$ cat config.mk
export PLATFORM = sky130hd
export DESIGN_NAME = semaphore_wait_queue_table_top
export DESIGN_NICKNAME = d
export VERILOG_FILES = /design/src/rtl/swqt_pkg.sv /design/src/rtl/semaphore_wait_queue_table_top.sv /design/src/rtl/swqt_cell.sv
export SDC_FILE = /design/constraint.sdc
export NUM_CORES = 2
export LEC_CHECK = 0
export BUFFER_PORTS_ARGS = -buffer_cell sky130_fd_sc_hd__clkbuf_2
export CORE_ASPECT_RATIO = 1.1
export CORE_MARGIN = 3
export CORE_UTILIZATION = 53
export CTS_BUF_LIST = sky130_fd_sc_hd__clkbuf_4 sky130_fd_sc_hd__clkbuf_8
export DETAILED_ROUTE_END_ITERATION = 8
export GPL_TIMING_DRIVEN = 0
export PLACE_DENSITY = 0.74
export RECOVER_POWER = 25
export REMOVE_ABC_BUFFERS = 1
export SYNTH_ARGS = -nofsm -noshare
export SYNTH_HDL_FRONTEND = slang
export SYNTH_HIERARCHICAL = 1
export SYNTH_SLANG_ARGS = --single-unit
$ cat constraint.sdc
create_clock -name clock -period 10 [get_ports clock]
set_input_delay 1 -clock clock [delete_from_list [all_inputs] [get_ports clock]]
set_output_delay 1 -clock clock [all_outputs]
set_load 0.005 [all_outputs]
$ cat src/rtl/swqt_pkg.sv
`timescale 1ns / 1ps
package swqt_pkg;

   localparam int KEY_W = 32;
   localparam int PID_W = 5;
   // widest process index any build may use (PROCS up to 256)
   localparam int IDX_MAX_W = 8;

   typedef enum logic [1:0] {
      ACT_INSERT = 2'd0,
      ACT_REMOVE_HEAD = 2'd1,
      ACT_OUT = 2'd2,
      ACT_PEEK = 2'd3
   } action_type;

   typedef enum logic [1:0] {
      STS_OK = 2'd0,
      STS_NO_FREE = 2'd1,
      STS_NOT_FOUND = 2'd2
   } status_type;

   typedef enum logic [2:0] {
      ST_IDLE,
      ST_FIND,
      ST_UNLINK,
      ST_LINK,
      ST_DONE
   } state_type;

   // command broadcast to every descriptor cell; only selected cells act
   typedef struct packed {
      logic clr;
      logic set_head;
      logic set_tail;
      logic alloc;
      logic [IDX_MAX_W-1:0] val;
      logic [KEY_W-1:0] key;
   } cell_cmd_type;

endpackage

$ cat src/rtl/semaphore_wait_queue_table_top.sv
`timescale 1ns / 1ps
// Sequencing: each request passes through the find, unlink and (for an in-range insert)
//   link steps of the sequencer over the cells, then the done state and the response register.
// A new request is taken only once the previous one has reached the response
//   register; requests are not overlapped.
// Reset: synchronous, active high; clears all descriptor and process flags at once.
module semaphore_wait_queue_table_top import swqt_pkg::*; #(
   parameter int PROCS = 32
) (
   input logic clock,
   input logic reset,
   input logic req_tvalid,
   output logic req_tready,
   input logic [39:0] req_tdata,   // [31:0] sem_key, [36:32] pid, rest zero
   input logic [1:0] req_tuser,    // [1:0] action
   output logic rsp_tvalid,
   input logic rsp_tready,
   output logic [7:0] rsp_tdata,   // [4:0] pid_out, rest zero
   output logic [1:0] rsp_tuser    // [1:0] status
);

   localparam int PW = (PROCS > 1) ? $clog2(PROCS) : 1;

   state_type state_ff, state_in;

   // latched request
   action_type act_ff;
   logic [KEY_W-1:0] key_ff;
   logic [PID_W-1:0] pid_ff;
   logic range_ff;
   logic [PW-1:0] pix_ff;

   // find results
   logic [PROCS-1:0] khit_ff;
   logic [PROCS-1:0] phit_ff;
   logic [PW-1:0] khead_ff;
   logic pblk_ff;

   // process stores
   logic [PW-1:0] next_ff [PROCS];
   logic [PW-1:0] prev_ff [PROCS];
   logic [KEY_W-1:0] pkey_ff [PROCS];
   logic [PROCS-1:0] blk_ff;

   // result staging and response register
   status_type sts_ff, sts_in;
   logic [PID_W-1:0] pout_ff, pout_in;
   logic rsp_valid_ff;
   status_type rsp_sts_ff;
   logic [PID_W-1:0] rsp_pid_ff;

   // cell row
   cell_cmd_type cmd;
   logic [PROCS-1:0] sel;
   logic [PROCS:0] free_chain;
   logic [PROCS-1:0] first_free, active_v, khit_v, phit_v;
   logic [PW-1:0] head_v [PROCS];
   logic [PW-1:0] tail_v [PROCS];
   logic [KEY_W-1:0] pkey_rd;

   assign free_chain[0] = 1'b0;
   assign pkey_rd = pkey_ff[pix_ff];

   for (genvar i = 0; i < PROCS; i++) begin : g_cell
      swqt_cell #(.PW(PW)) u_cell (
         .clock(clock),
         .reset(reset),
         .cmd(cmd),
         .sel(sel[i]),
         .cmp_key(key_ff),
         .cmp_pkey(pkey_rd),
         .free_in(free_chain[i]),
         .free_out(free_chain[i+1]),
         .first_free(first_free[i]),
         .active(active_v[i]),
         .key_hit(khit_v[i]),
         .pkey_hit(phit_v[i]),
         .head(head_v[i]),
         .tail(tail_v[i])
      );
   end

   // one-hot selections over the cell row
   logic [PROCS-1:0] tgt_d, khit_live;
   logic [PW-1:0] khead_c, dhead, dtail, ltail;
   logic [PW-1:0] tgt_p, pn, pp;
   logic is_head, is_tail, do_unlink, orphan, any_free;

   always_comb begin
      khead_c = '0;
      dhead = '0;
      dtail = '0;
      ltail = '0;
      tgt_d = (act_ff == ACT_REMOVE_HEAD) ? khit_ff : phit_ff;
      khit_live = khit_ff & active_v;
      for (int i = 0; i < PROCS; i++) begin
         if (khit_v[i]) khead_c |= head_v[i];
         if (tgt_d[i]) begin
            dhead |= head_v[i];
            dtail |= tail_v[i];
         end
         if (khit_live[i]) ltail |= tail_v[i];
      end
   end

   assign tgt_p = (act_ff == ACT_REMOVE_HEAD) ? khead_ff : pix_ff;
   assign pn = next_ff[tgt_p];
   assign pp = prev_ff[tgt_p];
   assign is_head = (dhead == tgt_p);
   assign is_tail = (dtail == tgt_p);
   assign any_free = free_chain[PROCS];
   assign orphan = pblk_ff && !(|phit_ff)
                   && (act_ff == ACT_INSERT || act_ff == ACT_OUT);
   always_comb begin
      case (act_ff)
         ACT_REMOVE_HEAD: do_unlink = |khit_ff;
         ACT_INSERT, ACT_OUT: do_unlink = pblk_ff && (|phit_ff);
         default: do_unlink = 1'b0;
      endcase
   end

   // sequencer: next state, cell commands, results
   always_comb begin
      state_in = state_ff;
      cmd = '0;
      cmd.key = key_ff;
      sel = '0;
      sts_in = sts_ff;
      pout_in = pout_ff;
      case (state_ff)
         ST_IDLE: begin
            if (req_tvalid) state_in = ST_FIND;
         end
         ST_FIND: state_in = ST_UNLINK;
         ST_UNLINK: begin
            if (do_unlink) begin
               sel = tgt_d;
               if (is_head && is_tail) begin
                  cmd.clr = 1'b1;
               end else if (is_head) begin
                  cmd.set_head = 1'b1;
                  cmd.val = IDX_MAX_W'(pn);
               end else if (is_tail) begin
                  cmd.set_tail = 1'b1;
                  cmd.val = IDX_MAX_W'(pp);
               end
            end
            sts_in = STS_NOT_FOUND;
            pout_in = '0;
            state_in = ST_DONE;
            case (act_ff)
               ACT_INSERT: begin
                  pout_in = pid_ff;
                  if (range_ff) state_in = ST_LINK;
               end
               ACT_REMOVE_HEAD, ACT_PEEK: begin
                  if (|khit_ff) begin
                     sts_in = STS_OK;
                     pout_in = PID_W'(khead_ff);
                  end
               end
               ACT_OUT: begin
                  if (do_unlink) begin
                     sts_in = STS_OK;
                     pout_in = pid_ff;
                  end
               end
               default: ;
            endcase
         end
         ST_LINK: begin
            state_in = ST_DONE;
            cmd.val = IDX_MAX_W'(pix_ff);
            if (|khit_live) begin
               sel = khit_live;
               cmd.set_tail = 1'b1;
               sts_in = STS_OK;
            end else if (any_free) begin
               sel = first_free;
               cmd.alloc = 1'b1;
               sts_in = STS_OK;
            end else begin
               sts_in = STS_NO_FREE;
            end
         end
         ST_DONE: begin
            if (!rsp_valid_ff || rsp_tready) state_in = ST_IDLE;
         end
         default: state_in = ST_IDLE;
      endcase
   end

   always_ff @(posedge clock) begin
      if (reset) state_ff <= ST_IDLE;
      else state_ff <= state_in;
   end

   // hold the request and the find results
   always_ff @(posedge clock) begin
      sts_ff <= sts_in;
      pout_ff <= pout_in;
      if (state_ff == ST_IDLE && req_tvalid) begin
         act_ff <= action_type'(req_tuser);
         key_ff <= req_tdata[31:0];
         pid_ff <= req_tdata[36:32];
         range_ff <= (9'(req_tdata[36:32]) < 9'(PROCS));
         pix_ff <= PW'(req_tdata[36:32]);
      end
      if (state_ff == ST_FIND) begin
         khit_ff <= khit_v;
         phit_ff <= phit_v;
         khead_ff <= khead_c;
         pblk_ff <= blk_ff[pix_ff] && range_ff;
      end
   end

   // process stores: relink neighbors on unlink, append on link
   always_ff @(posedge clock) begin
      if (state_ff == ST_UNLINK && do_unlink && !is_head && !is_tail) begin
         next_ff[pp] <= pn;
         prev_ff[pn] <= pp;
      end
      if (state_ff == ST_LINK) begin
         if (|khit_live) begin
            next_ff[ltail] <= pix_ff;
            prev_ff[pix_ff] <= ltail;
         end
         if ((|khit_live) || any_free) pkey_ff[pix_ff] <= key_ff;
      end
   end

   always_ff @(posedge clock) begin
      if (reset) begin
         blk_ff <= '0;
      end else if (state_ff == ST_UNLINK) begin
         if (do_unlink) blk_ff[tgt_p] <= 1'b0;
         else if (orphan) blk_ff[pix_ff] <= 1'b0;
      end else if (state_ff == ST_LINK && ((|khit_live) || any_free)) begin
         blk_ff[pix_ff] <= 1'b1;
      end
   end

   // response register: advance when the consumer takes the transfer
   always_ff @(posedge clock) begin
      if (reset) begin
         rsp_valid_ff <= 1'b0;
      end else if (state_ff == ST_DONE && (!rsp_valid_ff || rsp_tready)) begin
         rsp_valid_ff <= 1'b1;
      end else if (rsp_tready) begin
         rsp_valid_ff <= 1'b0;
      end
   end

   always_ff @(posedge clock) begin
      if (state_ff == ST_DONE && (!rsp_valid_ff || rsp_tready)) begin
         rsp_sts_ff <= sts_ff;
         rsp_pid_ff <= pout_ff;
      end
   end

   assign req_tready = (state_ff == ST_IDLE);
   assign rsp_tvalid = rsp_valid_ff;
   assign rsp_tdata = {3'b000, rsp_pid_ff};
   assign rsp_tuser = rsp_sts_ff;

endmodule

$ cat src/rtl/swqt_cell.sv
`timescale 1ns / 1ps
module swqt_cell import swqt_pkg::*; #(
   parameter int PW = 5
) (
   input logic clock,
   input logic reset,
   input cell_cmd_type cmd,
   input logic sel,
   input logic [KEY_W-1:0] cmp_key,
   input logic [KEY_W-1:0] cmp_pkey,
   input logic free_in,
   output logic free_out,
   output logic first_free,
   output logic active,
   output logic key_hit,
   output logic pkey_hit,
   output logic [PW-1:0] head,
   output logic [PW-1:0] tail
);

   logic active_ff;
   logic [KEY_W-1:0] key_ff;
   logic [PW-1:0] head_ff;
   logic [PW-1:0] tail_ff;

   always_ff @(posedge clock) begin
      if (reset) begin
         active_ff <= 1'b0;
      end else if (sel) begin
         if (cmd.clr) active_ff <= 1'b0;
         else if (cmd.alloc) active_ff <= 1'b1;
      end
   end

   always_ff @(posedge clock) begin
      if (sel) begin
         if (cmd.alloc) begin
            key_ff <= cmd.key;
            head_ff <= cmd.val[PW-1:0];
            tail_ff <= cmd.val[PW-1:0];
         end else begin
            if (cmd.set_head) head_ff <= cmd.val[PW-1:0];
            if (cmd.set_tail) tail_ff <= cmd.val[PW-1:0];
         end
      end
   end

   // free chain: lowest inactive cell claims the allocation
   assign first_free = !active_ff && !free_in;
   assign free_out = free_in || !active_ff;
   assign active = active_ff;
   assign key_hit = active_ff && (key_ff == cmp_key);
   assign pkey_hit = active_ff && (key_ff == cmp_pkey);
   assign head = head_ff;
   assign tail = tail_ff;

endmodule

### Word level (Yosys, flattened, before mapping)

Memories as Yosys holds them, arrays and structs flattened. A register that Yosys moved wholly into a read port is not among the register bits.
Index checks and enable logic that the tools add are counted.

| operators by class | value |
|---|---|
| magnitude comparators | 4 |
| equality and inequality tests | 76 |
| mux-type cells | 197 |
| bitwise logic cells | 130 |
| reduce and logical (&&, ||, !) cells | 352 |

Operator list:

| operator | count |
|---|---|
| $eq A32 B32 Y1 | 64 |
| $mux W5 | 144 |
| $or A5 B5 Y5 | 124 |
| $reduce_and A2 Y1 | 130 |
| $mux W32 | 8 |
| $logic_and A1 B1 Y1 | 107 |
| $and A32 B32 Y32 | 3 |
| $reduce_or A32 Y1 | 3 |
| $logic_not A1 Y1 | 66 |
| $not A32 Y32 | 2 |
| $pmux W32 S2 | 1 |
| $logic_or A1 B1 Y1 | 34 |
| $or A32 B32 Y32 | 1 |
| $mux W1 | 25 |
| $pmux W3 S5 | 1 |
| $pmux W5 S3 | 1 |
| $lt A5 B6 Y1 const B | 2 |
| $mux W3 | 4 |
| $reduce_bool A2 Y1 | 6 |
| $demux W1 S5 | 2 |
| $eq A5 B5 Y1 | 2 |
| $ge A5 B1 Y1 const B | 2 |
| $mux W2 | 5 |
| $pmux W5 S2 | 1 |
| other kinds (14) | 21 |

| storage, ports and cells | value |
|---|---|
| flip-flop bits (word level) | 1,535 |
| RAM bits | 1,344 |
| bits of input ports | 46 |
| output and inout bits | 12 |
| word-level logic and storage cells | 904 |
| memories kept | 3 |

Memory list:

| name | depth | bits a word | read ports | clocked after Yosys merged registers in | wr ports | line | source |
|---|---|---|---|---|---|---|---|
| pkey_ff | 32 | 32 | 1 | 1 | 1 | semaphore_wait_queue_table_top.sv:42 | `logic [KEY_W-1:0] pkey_ff [PROCS];` |
| next_ff | 32 | 5 | 1 | 0 | 1 | semaphore_wait_queue_table_top.sv:40 | `logic [PW-1:0] next_ff [PROCS];` |
| prev_ff | 32 | 5 | 1 | 0 | 1 | semaphore_wait_queue_table_top.sv:41 | `logic [PW-1:0] prev_ff [PROCS];` |

### Depth between registers and ports, before layout

| logic depth | value |
|---|---|
| depth in word-level cells | 73 |
| mapped depth | 39 |
| depth with buffers taken out | 38 |

### Modules after synthesis

The synthesis kept the hierarchy.

By module, submodules not included:

| module | instances | cells an instance | area each (um2) | sequential area each (um2) |
|---|---|---|---|---|
| swqt_cell | 32 | 138 | 2,030.7 | 1,281.2 |
| semaphore_wait_queue_table_top | 1 | 3,415 | 63,539.7 | 44,873.0 |

### Worst setup path after synthesis

OpenSTA, ideal clock, no wires.

| timing | value |
|---|---|
| path type | flip-flop to flip-flop |
| from | reg g_cell[0].u_cell.active_ff |
| to | reg g_cell[13].u_cell.key_ff[0] (enable) |
| setup time | 393 ps |
| arrival time | 7,460 ps |
| data required time | 9,607 ps |
| slack | 2,147 ps |
| cell stages (with the launch flop) | 39 |
| buffers on the path | 1 |
| period minus slack after synthesis | 7,853 ps |
| path through | dfxtp_1 nand2b_1 nand2b_1 nand2b_1 nand2b_1 nand2b_1 nand2b_1 nand2b_1 nand2b_1 nand2b_1 nand2b_1 nand2b_1 nand2b_1 nand2b_1 nand2b_1 nand2b_1 nand2b_1 nand2b_1 (+3 left out) nand2b_1 nand2b_1 nand2b_1 nand2b_1 nand2b_1 nand2b_1 nand2b_1 nand2b_1 nand2b_1 nand2b_1 nand2b_1 nand2b_1 inv_1 nor3_1 clkbuf_1 a22oi_1 o21ai_0 and2_1 |

RTL lines:

| item | line | source |
|---|---|---|
| from (decl) | swqt_cell.sv:21 | `logic active_ff;` |
| from (signal assigned) | swqt_cell.sv:28 | `active_ff <= 1'b0;` |
| from (signal assigned) | swqt_cell.sv:30 | `if (cmd.clr) active_ff <= 1'b0;` |
| from (signal assigned) | swqt_cell.sv:31 | `else if (cmd.alloc) active_ff <= 1'b1;` |
| to (signal assigned) | swqt_cell.sv:38 | `key_ff <= cmd.key;` |
| to (decl) | swqt_cell.sv:22 | `logic [KEY_W-1:0] key_ff;` |

### Worst setup path in the final report

| timing | value |
|---|---|
| from | reg g_cell[0].u_cell.active_ff |
| to | reg g_cell[30].u_cell.active_ff |

| between the ends | value |
|---|---|
| elaborated cells on any way between the ends | 44 |
| classes of those cells | mux: 6; bitwise: 1; reduce/logical: 37 |

RTL lines:

| item | line | source |
|---|---|---|
| $logic_not A1 Y1 | swqt_cell.sv:50 | `assign free_out = free_in \|\| !active_ff;` |
| via free_chain[1] | semaphore_wait_queue_table_top.sv:55 | `logic [PROCS:0] free_chain;` |
| $logic_or A1 B1 Y1 | swqt_cell.sv:50 |  |
| via free_chain[2] | semaphore_wait_queue_table_top.sv:55 |  |
| $logic_or A1 B1 Y1 | swqt_cell.sv:50 |  |
| via free_chain[3] | semaphore_wait_queue_table_top.sv:55 |  |
| $logic_or A1 B1 Y1 | swqt_cell.sv:50 |  |
| via free_chain[4] | semaphore_wait_queue_table_top.sv:55 |  |
| (+1 left out) | n/a |  |
| via free_chain[5] | semaphore_wait_queue_table_top.sv:55 |  |
| (+1 left out) | n/a |  |
| via free_chain[6] | semaphore_wait_queue_table_top.sv:55 |  |
| (+1 left out) | n/a |  |
| via free_chain[7] | semaphore_wait_queue_table_top.sv:55 |  |
| (+1 left out) | n/a |  |
| via free_chain[8] | semaphore_wait_queue_table_top.sv:55 |  |
| (+1 left out) | n/a |  |
| via free_chain[9] | semaphore_wait_queue_table_top.sv:55 |  |
| (+1 left out) | n/a |  |
| via free_chain[10] | semaphore_wait_queue_table_top.sv:55 |  |
| (+1 left out) | n/a |  |
| via free_chain[11] | semaphore_wait_queue_table_top.sv:55 |  |
| (+1 left out) | n/a |  |
| via free_chain[12] | semaphore_wait_queue_table_top.sv:55 |  |
| (+1 left out) | n/a |  |
| via free_chain[13] | semaphore_wait_queue_table_top.sv:55 |  |
| (+1 left out) | n/a |  |
| via free_chain[14] | semaphore_wait_queue_table_top.sv:55 |  |
| (+1 left out) | n/a |  |
| via free_chain[15] | semaphore_wait_queue_table_top.sv:55 |  |
| (+1 left out) | n/a |  |
| via free_chain[16] | semaphore_wait_queue_table_top.sv:55 |  |
| (+1 left out) | n/a |  |
| via free_chain[17] | semaphore_wait_queue_table_top.sv:55 |  |
| (+1 left out) | n/a |  |
| via free_chain[18] | semaphore_wait_queue_table_top.sv:55 |  |
| (+1 left out) | n/a |  |
| via free_chain[19] | semaphore_wait_queue_table_top.sv:55 |  |
| (+1 left out) | n/a |  |
| via free_chain[20] | semaphore_wait_queue_table_top.sv:55 |  |
| (+1 left out) | n/a |  |
| via free_chain[21] | semaphore_wait_queue_table_top.sv:55 |  |
| (+1 left out) | n/a |  |
| via free_chain[22] | semaphore_wait_queue_table_top.sv:55 |  |
| (+1 left out) | n/a |  |
| via free_chain[23] | semaphore_wait_queue_table_top.sv:55 |  |
| (+1 left out) | n/a |  |
| via free_chain[24] | semaphore_wait_queue_table_top.sv:55 |  |
| (+1 left out) | n/a |  |
| via free_chain[25] | semaphore_wait_queue_table_top.sv:55 |  |
| (+1 left out) | n/a |  |
| via free_chain[26] | semaphore_wait_queue_table_top.sv:55 |  |
| (+1 left out) | n/a |  |
| via free_chain[27] | semaphore_wait_queue_table_top.sv:55 |  |
| (+1 left out) | n/a |  |
| via free_chain[28] | semaphore_wait_queue_table_top.sv:55 |  |
| (+1 left out) | n/a |  |
| via free_chain[29] | semaphore_wait_queue_table_top.sv:55 |  |
| (+1 left out) | n/a |  |
| via free_chain[30] | semaphore_wait_queue_table_top.sv:55 |  |
| (+1 left out) | n/a |  |
| via free_chain[31] | semaphore_wait_queue_table_top.sv:55 |  |
| $logic_or A1 B1 Y1 | swqt_cell.sv:50 |  |
| via any_free | semaphore_wait_queue_table_top.sv:87 | `logic is_head, is_tail, do_unlink, orphan, any_free;` |
| $mux W32 | semaphore_wait_queue_table_top.sv:178 | `end else if (any_free) begin` |
| $mux W32 | semaphore_wait_queue_table_top.sv:174 | `if (\|khit_live) begin` |
| $pmux W32 S2 | semaphore_wait_queue_table_top.sv:130 | `case (state_ff)` |
| via sel[30] | semaphore_wait_queue_table_top.sv:54 | `logic [PROCS-1:0] sel;` |
| $reduce_and A2 Y1 (no line) | n/a |  |
| to (signal assigned) | swqt_cell.sv:28 |  |
| to (signal assigned) | swqt_cell.sv:30 |  |
| to (signal assigned) | swqt_cell.sv:31 |  |
| to (decl) | swqt_cell.sv:21 |  |

The timed path passes the listed nets, and every way through them passes these cells.
A chain may end at the register's enable or synchronous reset.

==> impl_metrics.json <==
{
  "ys_seq_area_share_pct": 66.82,
  "startpoint": "g_cell[0].u_cell/active",
  "cp_top_family": "simple AND/OR/NAND/NOR gates",
  "finClkSkew_ns": 0.09623,
  "ff2ff_path_depth": 42,
  "rows": 188,
  "vias": 80220,
  "firstDrtPassIters": 7,
  "die_x_um": 475.5,
  "portBuffers": 51,
  "switching_share_pct": 27.49,
  "powerDensity_nw_per_um2": 194.6,
  "first_iter_violations": 11320,
  "finalHoldViolCount": 0,
  "ir_worst_vdd_uv": 133.9,
  "setup-tns-final_ns": 0,
  "setup_slack_ns": 0.1060,
  "synth_top_cell_area_share_pct": 65.68,
  "ys_top_cells_by_area": "edfxtp_1 (66%), xor2_1 (14%), mux4_2 (7.1%), nor4_1 (2.3%), a22oi_1 (1.6%)",
  "placedCellCount": 11190,
  "p_int_mw": 20.79,
  "relSlewSlack_pct": -100.3,
  "grt_pass1_vias": 79960,
  "holdCritStartpoint": "req_tdata[13]",
  "hold_path_class": "in -> reg",
  "finalInstanceArea_um2": 147300,
  "async_flop_share_pct": 0,
  "crit_path_frequent_cell": "nand2b_1",
  "fp.coreArea_um2": 239900,
  "clk_latency_ns": 1.07,
  "syn-cell-area_um2": 128500,
  "rsz0062_at_grt": "no",
  "cts_resized": 0,
  "ant_nets": 0,
  "synthCells": 7831,
  "arrival_ns": 10.85,
  "finalCritPeriodShare_pct": 98.94,
  "layout-drive-gt1-share_pct": 18.72,
  "detailedPlace.worstSlack_ns": 0.1565,
  "critPathBufInv": 5,
  "syn_area_per_cell_um2": 16.41,
  "dp_hpwl_um": 286900,
  "grt_pass1_wl_um": 595500,
  "worstReg2RegStart": "g_cell[0].u_cell/active",
  "cts.sinks": 2884,
  "ys_warn_count": 6,
  "synth_largest_area_cell": "edfxtp_1",
  "power.total_mw": 28.67,
  "grt_max_degree": 66,
  "setup_viol": 0,
  "drt_wl_total_um": 425500,
  "drc_errors": 0,
  "synth.distinct_cells": 58,
  "slowest_stage": "and2_2",
  "r2r_slack_ns": 0.11,
  "root_buffer": "clkbuf_8",
  "max_freq_mhz": 101.1,
  "switching_power_mw": 7.882,
  "crit_path_end": "g_cell[30].u_cell/active",
  "status": "finished, violations left",
  "area.sequential_um2": 85890,
  "postCtsHoldBufs": 0,
  "die_h_um": 522.5,
  "cp.required_ns": 10.95,
  "fp.dieArea_um2": 248400,
  "p_leak_nw": 48.44,
  "via_per_inst": 6.660,
  "cp.depth": 42,
  "start_kind": "register",
  "fin_cells": 12050,
  "setup.worst_path.end_class": "register",
  "placed_cell_area_um2": 140900,
  "p_clk_share_pct": 37.4,
  "violations": "max-capacitance violations, max-slew violations",
  "synthToLayoutAreaGrowth_pct": 14.61,
  "clk_pin_slew_worst_paths_ns": 0.07,
  "initial_core_util_pct": 53.57,
  "h-tree-depth": 5,
  "grt_usage_pct": 33.95,
  "overflow": 0,
  "ys_ff_latch": 2884,
  "worst-path-max-fanout": 33,
  "antenna_found_initial": 18,
  "cts_tree": "done",
  "nFillCells": 17000,
  "nets": 8562,
  "clock_path_buffers": 4,
  "ys.flop_type": "edfxtp_1",
  "comb_power_share_pct": 15.5,
  "tightest_slew_ns": 3.005,
  "critical_path_class": "reg -> reg",
  "numCtsBuffers": 455,
  "gp_congestion": 0.9962,
  "power_frac_seq_pct": 47.1,
  "drv_cap": 14,
  "ios": 58,
  "synth_edf_count": 2811,
  "multi_input_area_um2": 42350,
  "period_needed_ns": 9.894,
  "post-cts-setup-buffers": 0,
  "r2r-end": "g_cell[30].u_cell/active",
  "drv_slew": 306,
  "avgRoutedWirePerCell_um": 35.33,
  "max_stage_delay_ns": 0.69
}
cell type report:
type | instances | share of cell area, %
clock buffers | 630 | 5.309
clock inverters | 215 | 1.310
multi-input cells | 4729 | 28.75
well taps | 3135 | 2.663
flip-flops and latches | 2884 | 58.31
inverters | 13 | 0.03313
repair buffers | 433 | 3.618
diodes | 6 | 0.01019
layout by cell type (no fill, tap or decap), types with 40 or more instances in the layout:
| cell type | n |
|---|---|
| o21a_1 | 129 |
| mux2_4 | 40 |
| mux4_2 | 405 |
| clkbuf_2 | 40 |
| xnor2_1 | 69 |
| buf_12 | 49 |
| clkbuf_4 | 136 |
| a21oi_1 | 72 |
| edfxtp_1 | 2811 |
| dfxtp_1 | 68 |
| a22oi_1 | 272 |
| nand4_1 | 111 |
| buf_16 | 96 |
| a22o_1 | 50 |
| nand2b_1 | 44 |
| xor2_1 | 1986 |
| buf_6 | 41 |
| nor4_1 | 479 |
| nand2_1 | 197 |
| clkinv_1 | 96 |
| mux2i_1 | 68 |
| clkbuf_1 | 160 |
| nor3_1 | 132 |
| clkinv_2 | 69 |
| nand3_1 | 211 |
| nor3_2 | 64 |
| clkbuf_8 | 494 |
| nor2_1 | 59 |
layer usage:
metal	GRT usage [%]	up-vias	wire length [µm]	part of all wire [%]
met5	0	-	40	0.0094
met4	22.70	6	34920	8.2
met3	7.815	1536	48080	11
met2	51.35	5834	190700	45
met1	44.08	40650	151800	36
li1	-	32190	-	-
how the worst min path moves through the flow:
stage                         end  slack [ns]  cells past startpoint
floorplan           rsp_pid_ff[0]        0.40                      0
global placement     rsp_tuser[1]        0.42                      0
detailed placement   rsp_tuser[1]        0.42                      0
CTS                    key_ff[25]        0.03                      1
global route           key_ff[25]        0.09                      1
finish                 key_ff[13]        0.13                      1
kinds of logic after synthesis:
kind of cell | synth area share, %
xor gates and xnor gates | 14.00
AOI/OAI and AO/OA | 3.815
other | 0.002918
buffers and inverters | 0.7632
and+or+nand+nor | 6.305
DFF | 66.82
muxes | 8.294
through the flow:
step | utilization (%) | hold WS [ns]
2_1_floorplan | - | 0.4003
3_3_place_gp | 54.93 | 0.4249
3_5_place_dp | 58.73 | 0.4172
4_1_cts | 62.80 | 0.02721
5_1_grt | 61.39 | 0.08546
6_report | 61.39 | 0.1257
flip-flops by register name (all words and copies together) (netlist names), 3 cells and up, named ones only:
name and count:
blk_ff 32, pkey_ff 1024, pout_ff 5, phit_ff 32, khead_ff 5, key_ff 32, pix_ff 5, g_cell.u_cell/tail 160
next_ff 160, g_cell.u_cell/key_ff 1024, state_ff 3, prev_ff 160, rsp_pid_ff 5, khit_ff 32, g_cell.u_cell/active 32, g_cell.u_cell/head 160
cells in the mapped netlist (17+ instances only):
cell type / instances
a22o_1: 50
dfxtp_1: 73
a21oi_1: 72
nand2_1: 199
clkbuf_1: 132
a221oi_1: 38
nor4_1: 482
and2_1: 65
xor2_1: 1986
mux2i_1: 69
mux4_2: 405
o31ai_1: 25
o21ai_0: 37
a22oi_1: 272
nand4_1: 111
nand2b_1: 45
nor3_1: 164
nand3_1: 211
a2111oi_0: 17
xnor2_1: 69
edfxtp_1: 2811
nor2_1: 97
mux2_2: 66
nor3_2: 32
buf_1: 43
o21a_1: 129
power by group through the flow:
stage	Clock (mW)	Sequential (mW)	Combinational [mW]
floorplan	0	14.0	2.23
global placement	0	14.3	3.65
detailed placement	0	13.8	4.50
CTS	10.8	13.5	4.53
global route	11.4	13.5	4.54
finish	10.7	13.5	4.44
Power figures use the tool's default switching activity.
